**src/rtl/core/scba_pkg.sv**
```systemverilog
`timescale 1ns / 1ps
// ----------------------------------------------------------------------------
// scba_pkg
// Shared widths, codes and control types of the size class block allocator.
// ----------------------------------------------------------------------------
package scba_pkg;

   // Byte offsets and sizes.
   localparam int ADDR_W     = 20;          // payload offset width
   localparam int LEN_W      = 21;          // byte count width, holds 1 MiB
   localparam int SLOT_W     = 16;          // index of a 16-byte slot
   localparam int HDR_W      = 17;          // header and link entry width
   localparam int SLOTS_W    = 18;          // rounded payload in slots
   localparam int ROUND_W    = 22;          // rounded payload in bytes
   localparam int NEED_W     = 23;          // payload plus header in bytes
   localparam int SLOT_SHIFT = 4;
   localparam int SLOT_BYTES = 16;
   localparam int HEAD_SLOTS = 64;          // most classes the head store serves
   localparam int ADDR_CAP   = 1 << 20;     // bytes addressable by an offset
   localparam int NUM_SLOTS  = 1 << 16;     // depth of header and link stores

   // Request command codes.
   typedef enum logic {
      CMD_ALLOC   = 1'b0,
      CMD_RELEASE = 1'b1
   } command_type;

   // Result status codes.
   typedef enum logic [1:0] {
      STS_OK   = 2'd0,
      STS_OOM  = 2'd1,
      STS_ZERO = 2'd2,
      STS_LEAK = 2'd3
   } status_code_type;

   // Step commands from the controller to the datapath.
   typedef struct packed {
      logic accept;    // capture the request word
      logic look;      // decode, first store reads
      logic fetch;     // second store reads
      logic commit;    // store writes and result load
   } dp_cmd_type;

   // Status from the datapath back to the controller.
   typedef struct packed {
      logic out_free;  // the result register can take a word this cycle
   } dp_status_type;

endpackage

```
**src/rtl/core/scba_ctrl.sv**
```systemverilog
`timescale 1ns / 1ps
// ----------------------------------------------------------------------------
// scba_ctrl
// Sequencer that walks one request through decode, store reads and commit.
// ----------------------------------------------------------------------------
module scba_ctrl (
   input  logic                   clock,
   input  logic                   reset,
   input  logic                   req_valid,
   output logic                   req_stall,
   input  scba_pkg::dp_status_type sts,
   output scba_pkg::dp_cmd_type    ctl
);
   import scba_pkg::*;

   typedef enum logic [3:0] {
      S_IDLE   = 4'b0001,
      S_LOOK   = 4'b0010,
      S_FETCH  = 4'b0100,
      S_COMMIT = 4'b1000
   } state_type;

   state_type state_ff;
   state_type state_in;

   // Next state: commit waits until the result register is free.
   always_comb begin
      state_in = state_ff;
      unique case (state_ff)
         S_IDLE: begin
            if (req_valid) begin
               state_in = S_LOOK;
            end
         end
         S_LOOK: begin
            state_in = S_FETCH;
         end
         S_FETCH: begin
            state_in = S_COMMIT;
         end
         S_COMMIT: begin
            if (sts.out_free) begin
               state_in = S_IDLE;
            end
         end
         default: begin
            state_in = S_IDLE;
         end
      endcase
   end

   // State register.
   always_ff @(posedge clock) begin
      if (reset) begin
         state_ff <= S_IDLE;
      end else begin
         state_ff <= state_in;
      end
   end

   // Commands to the datapath.
   assign ctl.accept = (state_ff == S_IDLE) && req_valid;
   assign ctl.look   = (state_ff == S_LOOK);
   assign ctl.fetch  = (state_ff == S_FETCH);
   assign ctl.commit = (state_ff == S_COMMIT) && sts.out_free;

   assign req_stall = (state_ff != S_IDLE);

   // An accepted word always starts the decode step.
   a_accept_to_look: assert property (@(posedge clock) disable iff (reset)
      ctl.accept |=> (state_ff == S_LOOK))
      else $error("accepted word did not move to decode");

   // A blocked commit holds its place until the result register drains.
   a_commit_holds: assert property (@(posedge clock) disable iff (reset)
      ((state_ff == S_COMMIT) && !sts.out_free) |=> (state_ff == S_COMMIT))
      else $error("commit left before the result register was free");

endmodule

```
**config.mk**
```make
export PLATFORM = sky130hd
export DESIGN_NAME = scba_ctrl
export DESIGN_NICKNAME = d
export VERILOG_FILES = /design/src/rtl/core/scba_pkg.sv /design/src/rtl/core/scba_ctrl.sv
export SDC_FILE = /design/constraint.sdc
export NUM_CORES = 1
export LEC_CHECK = 0
export BUFFER_PORTS_ARGS = -buffer_cell sky130_fd_sc_hd__buf_2
export CELL_PAD_IN_SITES_DETAIL_PLACEMENT = 1
export CELL_PAD_IN_SITES_GLOBAL_PLACEMENT = 1
export CORE_AREA = 2 2 39 41
export CTS_CLUSTER_DIAMETER = 100
export CTS_CLUSTER_SIZE = 40
export DETAILED_ROUTE_END_ITERATION = 10
export DIE_AREA = 0 0 41 43
export GPL_TIMING_DRIVEN = 0
export PLACE_DENSITY = 0.52
export SKIP_LAST_GASP = 1
export SLEW_MARGIN = 10
export SYNTH_ARGS = -nofsm -noshare
export SYNTH_HDL_FRONTEND = slang
export SYNTH_SLANG_ARGS = --single-unit
```
**constraint.sdc**
```tcl
create_clock -name clock -period 3.3 [get_ports clock]
set_clock_uncertainty 0.1 [all_clocks]
set_input_delay 0.66 -clock clock [delete_from_list [all_inputs] [get_ports clock]]
set_output_delay 0.66 -clock clock [all_outputs]
set_load 0.01 [all_outputs]
```
### Word level (Yosys, flattened, before mapping)

Cells that the tools add are included.

| operators by class | value |
|---|---|
| reductions and logical operators | 3 |
| equal/unequal tests | 7 |
| multiplexer cells | 3 |

Operators by type and width:

| kind | count |
|---|---|
| one-hot mux 4 bit (4 select lines) | 1 |
| two-way mux 4 bit | 2 |
| == test 4 x 1 -> 1 bit (second input constant) | 1 |
| == test 4 x 2 -> 1 bit (second input constant) | 1 |
| == test 4 x 3 -> 1 bit (second input constant) | 1 |
| == test 4 bit (second input constant) | 1 |
| != test 2 bit (second input constant) | 2 |
| != test 4 x 1 -> 1 bit (second input constant) | 1 |
| logical AND 1 bit | 2 |
| AND reduction 2 bit | 1 |

| storage, ports and cells | value |
|---|---|
| logic and storage cells | 14 |
| flip-flop bits (word level) | 4 |

### Longest topological paths before layout

Gate-level depths: netlist (run 1).

| depth | value |
|---|---|
| word-level depth | 3 |
| mapped depth | 3 |
| mapped depth without buffers | 3 |

### Worst setup path before layout (run 1)

OpenSTA, ideal clock, no wires.

| timing | value |
|---|---|
| path type | input port to output port |
| start point | input port sts |
| end point | output port ctl[0] in the netlist's numbering |
| slack | 1.648 ns |
| path buffers | 0 |
| arrival time | 0.892 ns |
| stages | 1 |
| cell sequence | and4b_2 |

| on the way | value |
|---|---|
| word-level cells in the longest chain between the ends | 1 |

RTL lines:

| element | line | text |
|---|---|---|
| start: declaration | scba_ctrl.sv:11 | `input scba_pkg::dp_status_type sts,` |
| logical AND 1 bit | scba_ctrl.sv:65 | `assign ctl.commit = (state_ff == S_COMMIT) && sts.out_free;` |
| end: declaration | scba_ctrl.sv:12 | `output scba_pkg::dp_cmd_type ctl` |

No other way between the ends.

==> flow_metrics.tcl, run 1 <==
set metrics [dict create \
    status "finished clean" \
    fp.dieArea_sq_mm 0.001763 \
    fin_area_sq_um 300.3 \
    hold-path-endpoint "state_ff[3]" \
    crit_path_cell_trace "nor4b_1, buf_4, buf_2" \
    antenna_found_initial 0 \
    reg.largest.list "state_ff: 4 flops" \
    drv_slew 0 \
    regArea_sq_um 80.08 \
    setup_viol 0 \
    post_cts_buffers 0 \
    wirelength_um 485 \
    finalHoldViolCount 0 \
    rows 14 \
    fillers 174 \
    fin_crit_ns 2.070 \
    grt_pass1_wl_um 800 \
    setup_tns_ns 0 \
    cts_root_buffer "clkbuf_4" \
    max_clock_freq_mhz 483.1 \
    leakage_uw 0.0001286 \
    grt_pass1_vias 199 \
    clock_path_buffers 2 \
    fin_hold_ws_ns 0.4467 \
    largest_reg_flops 4 \
    cp-end-kind "output port" \
    clkSinkCount 4 \
    tritoncts "built" \
    antenna_left 0 \
    synth_top_area_share 0.3678 \
    gp_congestion 0.6945 \
    wire_per_inst_um 9.510 \
    drv_cap 0 \
    nets 41 \
    n_antenna_cell 0 \
    r2r_cells 3 \
    insertion_delay_ns 0.23 \
    crit_type "register to output port" \
    portBuffers 8 \
    relSlewSlack 0.7402 \
    drive_gt1_frac 0.4000 \
    period_share 0.6273 \
    synth_nets 28 \
    die_h_um 43 \
    regToRegSetupSlack_ns 1.98 \
    finish.utilization 0.2170 \
    synth_seq_area_share 0.3678 \
    r2r_end "state_ff[0]" \
    h-tree-depth 1 \
    avgViaCountPerCell 4.255 \
    slowest_delay_ns 0.42 \
    multi_input_area_sq_um 126.4 \
    worstPathRequired_ns 2.54 \
    pin_count 9 \
    cts_hold_buffers 0 \
    min_path_cells 1 \
    ir_worst_vdd_mv 0.2490 \
    min_from "state_ff[1]" \
    start_util 0.1573 \
    syn_area_sq_um 217.7 \
    grt_overflow 0 \
    hold_path.class "register to register" \
    slowest_stage "dfxtp_1" \
    syn_area_per_cell_sq_um 9.071 \
    drc_errors 0 \
    vias 217 \
    rsz0062_at_grt "false" \
    placed_cells 48 \
    grt_usage 0.07121 \
    regMostFlops "state_ff" \
    ctsResizeCount 0 \
    drt_first_pass_iters 2 \
    worst_ep_arrival_time_ns 1.31 \
    synthTopCellsByArea "dfxtp_1, nor2b_1, nor4b_1, nor4b_2, and4b_2" \
    syn_inst 24 \
    areaGrowthSynthToFinish_pct 37.93 \
    yosys_warnings 0 \
    hpwl_um 386 \
    instances_no_fill 51 \
    yosys.area.top_type "dfxtp_1" \
    cp-start-kind "register" \
    core-area_sq_mm 0.001384 \
    cts_buffers 3 \
    worst_pin_slew_ns 0.3843 \
    clk_pin_slew_ns 0.04 \
    grt_max_degree 10 \
    postPlaceCellArea_sq_um 277.8 \
    ys_types 16 \
    power_density_mw_per_mm2 426.6 \
    drt_iter0_drc 2 \
    die_w_um 41 \
    synth-seq-cells 4 \
    cp_max_fo 6 \
    r2r-start "state_ff[3]" \
]
==> critical path: cells and delay by family (launching register included) <==
family | cells | cell delay, ns
flops | 1 | 0.42
simple gates | 1 | 0.37
buf+inv | 2 | 0.28
==> report_power, final <==
group	internal [uW]	switching [uW]
combinational	7.71	7.26
sequential	50.6	3.43
clock	40.6	18.5
==> through the flow <==
step                      setup WS, ns  total power (uW)
after floorplan                  1.648             62.56
after global placement           1.428             69.98
after detailed placement         1.425             70.09
after CTS                        1.241             131.8
after global routing             1.159             140.2
final                            1.230             128.1
==> cell usage in the layout (no fill, tap or decap) <==
master	netlist	layout
buf_2	0	8
nor2b_1	4	4
dfxtp_1	4	4
clkbuf_4	0	3
nor4b_1	2	2
nor2_1	2	2
nor4b_2	1	1
nand2_1	1	1
and3_1	1	1
and4b_2	1	1
inv_1	1	1
nor3b_1	1	1
a21oi_1	1	1
nor4_1	1	1
or3_1	1	1
a31oi_1	1	1
a211o_1	1	1
buf_4	1	1
==> cell usage after synthesis <==
| cell type | instances |
|---|---|
| a31oi_1 | 1 |
| a211o_1 | 1 |
| nor4b_1 | 2 |
| nor2b_1 | 4 |
| or3_1 | 1 |
| nor3b_1 | 1 |
| nand2_1 | 1 |
| and4b_2 | 1 |
| nor4b_2 | 1 |
| nor4_1 | 1 |
| buf_4 | 1 |
| nor2_1 | 2 |
| inv_1 | 1 |
| and3_1 | 1 |
| a21oi_1 | 1 |
| dfxtp_1 | 4 |
==> cell families after synthesis <==
kind of cell | Yosys count | synth area share
AO/OA/AOI/OAI | 3 | 0.09196
buffers and inverters | 2 | 0.05172
flip-flops | 4 | 0.3678
AND/OR/NAND/NOR | 15 | 0.4885
==> routing by layer <==
metal / part of all wire / track usage
met1: 0.43 / 0.08333
met2: 0.50 / 0.09375
met3: 0.060 / 0.06283
met4: 0 / 0.02000
met5: 0 / 0
==> cell type report <==
class                           count  area share
Clock buffer                        3     0.07500
Buffer                              1     0.02500
Sequential cell                     4      0.2667
Timing Repair Buffer                8      0.1333
Tap cell                           16     0.06667
Multi-Input combinational cell     18      0.4208
Inverter                            1     0.01250
==> how the worst max path moves through the flow <==
stage	start	to
2_1_floorplan	sts	ctl[0]
3_3_place_gp	sts	ctl[0]
3_5_place_dp	sts	ctl[0]
4_1_cts	state_ff[1]	ctl[2]
5_1_grt	state_ff[1]	ctl[2]
6_report	state_ff[1]	ctl[2]
No activity file was read; power rests on OpenSTA's default activity.
==> inputs of run 2 (changes only) <==
--- a/config.mk
+++ b/config.mk
@@ -14,7 +14,7 @@
 export DETAILED_ROUTE_END_ITERATION = 10
 export DIE_AREA = 0 0 41 43
 export GPL_TIMING_DRIVEN = 0
-export PLACE_DENSITY = 0.52
+export PLACE_DENSITY = 0.53
 export SKIP_LAST_GASP = 1
 export SLEW_MARGIN = 10
 export SYNTH_ARGS = -nofsm -noshare
==> constraint.sdc (replaced) <==
create_clock -name clock -period 1.9 [get_ports clock]
set_clock_uncertainty 0.1 [all_clocks]
set_input_delay 0.38 -clock clock [delete_from_list [all_inputs] [get_ports clock]]
set_output_delay 0.38 -clock clock [all_outputs]
set_load 0.01 [all_outputs]
==> run 2 against run 1 <==
Effect of this change:
- combinational power is 77% higher
- setup slack worse by 1.0 ns
- global-route usage up 0.31 points
- routed wire length increased by 5.2%
- sequential power increased by 74%
- power is 74% higher
- final cell count unchanged
- non-clock buffer count did not move
- register-to-register slack lost 1.4 ns
- utilization increased by 0.45 points
- flip-flop and latch count is the same
- critical path type unchanged
- highest routed layer unchanged
==> flow_metrics.tcl, run 2 (synthesized netlist as in run 1, its figures left out) <==
set metrics [dict create \
    nets 41 \
    crit_start "state_ff[0]" \
    wirelength_um 510 \
    crit_cells 3 \
    pin_count 9 \
    cp_top_family "flip-flops" \
    avgViaCountPerCell 4.255 \
    clock_path_buffers 2 \
    setup_viol 0 \
    portBuffers 8 \
    slowest_stage "dfxtp_1" \
    status "finished clean" \
    path_buf_inv 1 \
    grt_usage 0.07430 \
    cts_hold_buffers 0 \
    antenna_left 0 \
    rows 14 \
    core-area_sq_mm 0.001384 \
    instances_no_fill 51 \
    post_cts_buffers 0 \
    insertion_delay_ns 0.23 \
    fillers 183 \
    antenna_found_initial 0 \
    clkSinkCount 4 \
    fin_hold_ws_ns 0.2635 \
    placed_cells 48 \
    grt_max_degree 10 \
    setup_ws_ns 0.1937 \
    h-tree-depth 1 \
    regMostFlops "state_ff" \
    power_frac_clock 0.458 \
    power_density_mw_per_mm2 727.6 \
    hpwl_um 404.8 \
    power.switching_uw 50.90 \
    r2r_end "state_ff[0]" \
    areaGrowthSynthToFinish_pct 40.80 \
    grt_overflow 0 \
    crit_path_cell_trace "nor2b_1, and3_1, buf_2" \
    worst_ep_arrival_time_ns 1.23 \
    start_util 0.1573 \
    hold-path-endpoint "state_ff[2]" \
    min_from "reset" \
    rsz0062_at_grt "false" \
    cts_root_buffer "clkbuf_4" \
    grt_pass1_vias 202 \
    drt_iter0_drc 1 \
    reg.largest.list "state_ff: 4 flops" \
    cp-end-kind "output port" \
    regToRegSetupSlack_ns 0.55 \
    drive_gt1_frac 0.4286 \
    crit_type "register to output port" \
    cp_max_fo 8 \
    tritoncts "built" \
    p_int_uw 172.1 \
    slowest_delay_ns 0.46 \
    min_path_cells 2 \
    seq_power_share 0.423 \
    fp.dieArea_sq_mm 0.001763 \
    n_antenna_cell 0 \
    finalHoldViolCount 0 \
    r2r_cells 3 \
    power_uw 223.0 \
    regArea_sq_um 80.08 \
    leakage_uw 0.0001295 \
    cts_buffers 3 \
    grt_pass1_wl_um 814 \
    wire_per_inst_um 10.00 \
    max_clock_freq_mhz 586.1 \
    drv_slew 0 \
    fin_crit_ns 1.706 \
    multi_input_area_sq_um 132.6 \
    cp-start-kind "register" \
    drc_errors 0 \
    hold_path.class "input pin to register" \
    comb_power_share 0.119 \
    die_w_um 41 \
    relSlewSlack 0.8022 \
    r2r-start "state_ff[3]" \
    largest_reg_flops 4 \
    ctsResizeCount 0 \
    period_share 0.8981 \
    dpl_worst_slack_ns 0.3569 \
    drv_cap 0 \
    drt_first_pass_iters 2 \
    worst_pin_slew_ns 0.2963 \
    vias 217 \
    clk_pin_slew_ns 0.04 \
    die_h_um 43 \
    setup_tns_ns 0 \
    worstPathRequired_ns 1.42 \
    p_sw_frac 0.2282 \
    final_common_cell "buf_2" \
    ir_worst_vdd_mv 0.2571 \
    gp_congestion 0.6719 \
    final_cell_mix "buf_2, nor2b_1, dfxtp_1, clkbuf_4" \
]
==> run 2: cell counts in the layout (fill, tap and decap cells not counted) <==
No cell type changed its count.
==> run 2: power by group through the flow <==
stage	sequential, uW	combinational [uW]	clock (uW)
floorplan	93.6	15.0	0
global route	94.9	30.1	113
global placement	94.9	26.2	0
detailed placement	95.4	26.5	0
CTS	94.0	26.7	109
finish	94.3	26.5	102
==> run 2: through the flow <==
| stage | area (sq um) | utilization |
|---|---|---|
| detailed placement | 277.8 | 0.2007 |
| floorplan | 217.7 | - |
| finish | 306.5 | 0.2215 |
| CTS | 300.3 | 0.2170 |
| global placement | 277.8 | 0.2007 |
| global route | 306.5 | 0.2215 |
==> run 2: layout make-up <==
cell class | count | area share
Buffer | 1 | 0.02449
Clock buffer | 3 | 0.07347
Inverter | 1 | 0.01224
Multi-Input combinational cell | 18 | 0.4327
Sequential cell | 4 | 0.2612
Tap cell | 16 | 0.06531
Timing Repair Buffer | 8 | 0.1306
==> run 2: how the worst max path moves through the flow <==
| stage | to |
|---|---|
| CTS | ctl[2] |
| global placement | ctl[2] |
| global route | ctl[3] |
| detailed placement | ctl[2] |
| floorplan | ctl[2] |
| finish | ctl[3] |
==> run 2: metal layers <==
metal | track usage | vias to the layer above | wire, um
met3 | 0.03141 | 0 | 35
met1 | 0.07717 | 103 | 206
met2 | 0.1000 | 4 | 268
met5 | 0 | - | 0
met4 | 0.08000 | 0 | 0
li1 | - | 110 | -
==> inputs of run 3 (changes only) <==
==> constraint.sdc (replaced) <==
create_clock -name clock -period 1.5 [get_ports clock]
set_clock_uncertainty 0.1 [all_clocks]
set_input_delay 0.3 -clock clock [delete_from_list [all_inputs] [get_ports clock]]
set_output_delay 0.3 -clock clock [all_outputs]
set_load 0.01 [all_outputs]
==> run 3 against run 2 <==
Effect of this change:
- critical path depth shrank 1
- count of clock-buffer cells in the layout is the same
- final cell count grew 7.8%
- combinational power grew 92%
- flip-flop and latch count is the same
- register-to-register slack lost 0.43 ns
- cell area grew 30%
- global-route usage grew 0.10 points
- critical endpoint is now ctl[1]
- highest routed layer unchanged
==> flow_metrics.tcl, run 3 (synthesized netlist as in run 1, its figures left out) <==
set metrics [dict create \
    status "finished clean" \
    leakage_uw 0.0001665 \
    reg.largest.list "state_ff: 4 flops" \
    setup_tns_ns 0 \
    hpwl_um 404.8 \
    grt_max_degree 10 \
    clk_pin_slew_ns 0.04 \
    worst_ep_arrival_time_ns 1.09 \
    hold_path.class "input pin to register" \
    setup_ws_ns 0.01339 \
    cts_buffers 3 \
    regToRegSetupSlack_ns 0.12 \
    cp_top_family "flip-flops" \
    setup_viol 0 \
    crit_type "register to output port" \
    wirelength_um 585 \
    insertion_delay_ns 0.23 \
    slowest_stage "dfxtp_4" \
    min_path_cells 2 \
    drc_errors 0 \
    n_antenna_cell 0 \
    period_share 0.9911 \
    tritoncts "built" \
    start_util 0.1573 \
    drt_iter0_drc 4 \
    vias 237 \
    r2r-start "state_ff[0]" \
    dpl_worst_slack_ns 0.03690 \
    die_h_um 43 \
    fin_area_sq_um 399.1 \
    gp_congestion 0.6719 \
    fin_crit_ns 1.487 \
    portBuffers 8 \
    r2r_end "state_ff[0]" \
    grt_pass1_wl_um 828 \
    worst_pin_slew_ns 0.2521 \
    avgViaCountPerCell 4.309 \
    cp-end-kind "output port" \
    core-area_sq_mm 0.001384 \
    rsz0062_at_grt "true" \
    grt_usage 0.07530 \
    min_from "reset" \
    max_clock_freq_mhz 672.7 \
    regMostFlops "state_ff" \
    fp.dieArea_sq_mm 0.001763 \
    power_density_mw_per_mm2 751.5 \
    grt_overflow 0 \
    cp-start-kind "register" \
    hold-path-endpoint "state_ff[2]" \
    drt_first_pass_iters 2 \
    cp_max_fo 7 \
    drive_gt1_frac 0.6667 \
    postPlaceCellArea_sq_um 277.8 \
    antenna_found_initial 0 \
    final_common_cell "buf_2" \
    nets 45 \
    pin_count 9 \
    wire_per_inst_um 10.64 \
    power_uw 300.0 \
    die_w_um 41 \
    cts_root_buffer "clkbuf_4" \
    relSlewSlack 0.8296 \
    drv_cap 0 \
    clkSinkCount 4 \
    antenna_left 0 \
    crit_path_cell_trace "nor4b_4, buf_2" \
    final_cell_mix "buf_2, buf_4, nor2b_1, clkbuf_4, dfxtp_4" \
    grt_pass1_vias 207 \
    worstPathRequired_ns 1.10 \
    path_buf_inv 1 \
    rows 14 \
    ir_worst_vdd_mv 0.3247 \
    clock_path_buffers 2 \
    fin_hold_ws_ns 0.1743 \
    drv_slew 0 \
    h-tree-depth 1 \
    largest_reg_flops 4 \
    slowest_delay_ns 0.37 \
    finalHoldViolCount 0 \
    areaGrowthSynthToFinish_pct 83.33 \
    r2r_cells 4 \
]
[run 3: cell count changes in the layout (fill, tap and decap cells not counted)]
cell     delta
buf_6       +2
and3_1      -1
dfxtp_1     -4
nor2_1      -1
dfxtp_4     +3
and3_4      +1
nor4b_4     +2
nor2_4      +1
nor4b_2     -2
dfxtp_2     +1
buf_2       -2
buf_4       +4
nor2b_4     +1
nor2b_1     -1
[run 3: what timing repair did]
| item | in CTS | in global routing |
|---|---|---|
| cloned | 0 | 0 |
| setup buffers | 1 | 4 |
| pin swaps | 1 | 4 |
| hold endpoints to repair | 0 | 0 |
| gates resized for setup | 11 | 6 |
| hold buffers | 0 | 0 |
| endpoints found under the setup margin | 4 | 4 |
[run 3: stage by stage]
stage / util / cells
after floorplan: - / 24
after CTS: 0.2441 / 51
after detailed placement: 0.2007 / 48
after global placement: 0.2007 / 48
final: 0.2884 / 55
after global routing: 0.2884 / 55
[run 3: area by class of cell]
cell class	instances	area, sq um
clock buffer	3	22.52
tap	16	20.02
fill	176	984.7
inverter	1	3.754
multi-input combinational	18	170.2
sequential	4	92.59
timing repair buffer	13	90.09
[run 3: how the worst max path moves through the flow]
stage / startpoint / endpoint / slack [ns] / cells after the start
3_3_place_gp: state_ff[1] / ctl[2] / 0.07 / 3
6_report: state_ff[3] / ctl[1] / 0.01 / 2
4_1_cts: state_ff[0] / ctl[3] / 0.008 / 3
2_1_floorplan: state_ff[0] / state_ff[0] / 0.19 / 3
5_1_grt: state_ff[3] / ctl[1] / -0.05 / 2
3_5_place_dp: state_ff[1] / ctl[2] / 0.04 / 3
[run 3: per-layer routing]
| layer | vias up | share of wire | global-route usage | wire length (um) |
|---|---|---|---|---|
| met5 | - | 0 | 0 | 0 |
| met4 | 0 | 0 | 0.08000 | 0 |
| met3 | 0 | 0.056 | 0.03141 | 33 |
| met2 | 4 | 0.57 | 0.1031 | 331 |
| met1 | 115 | 0.38 | 0.07717 | 221 |
| li1 | 118 | - | - | - |
[run 3: power by group]
| group | internal (uW) | switching, uW |
|---|---|---|
| Clock | 89.2 | 39.9 |
| Sequential | 109 | 10.8 |
| Combinational | 32.2 | 18.7 |
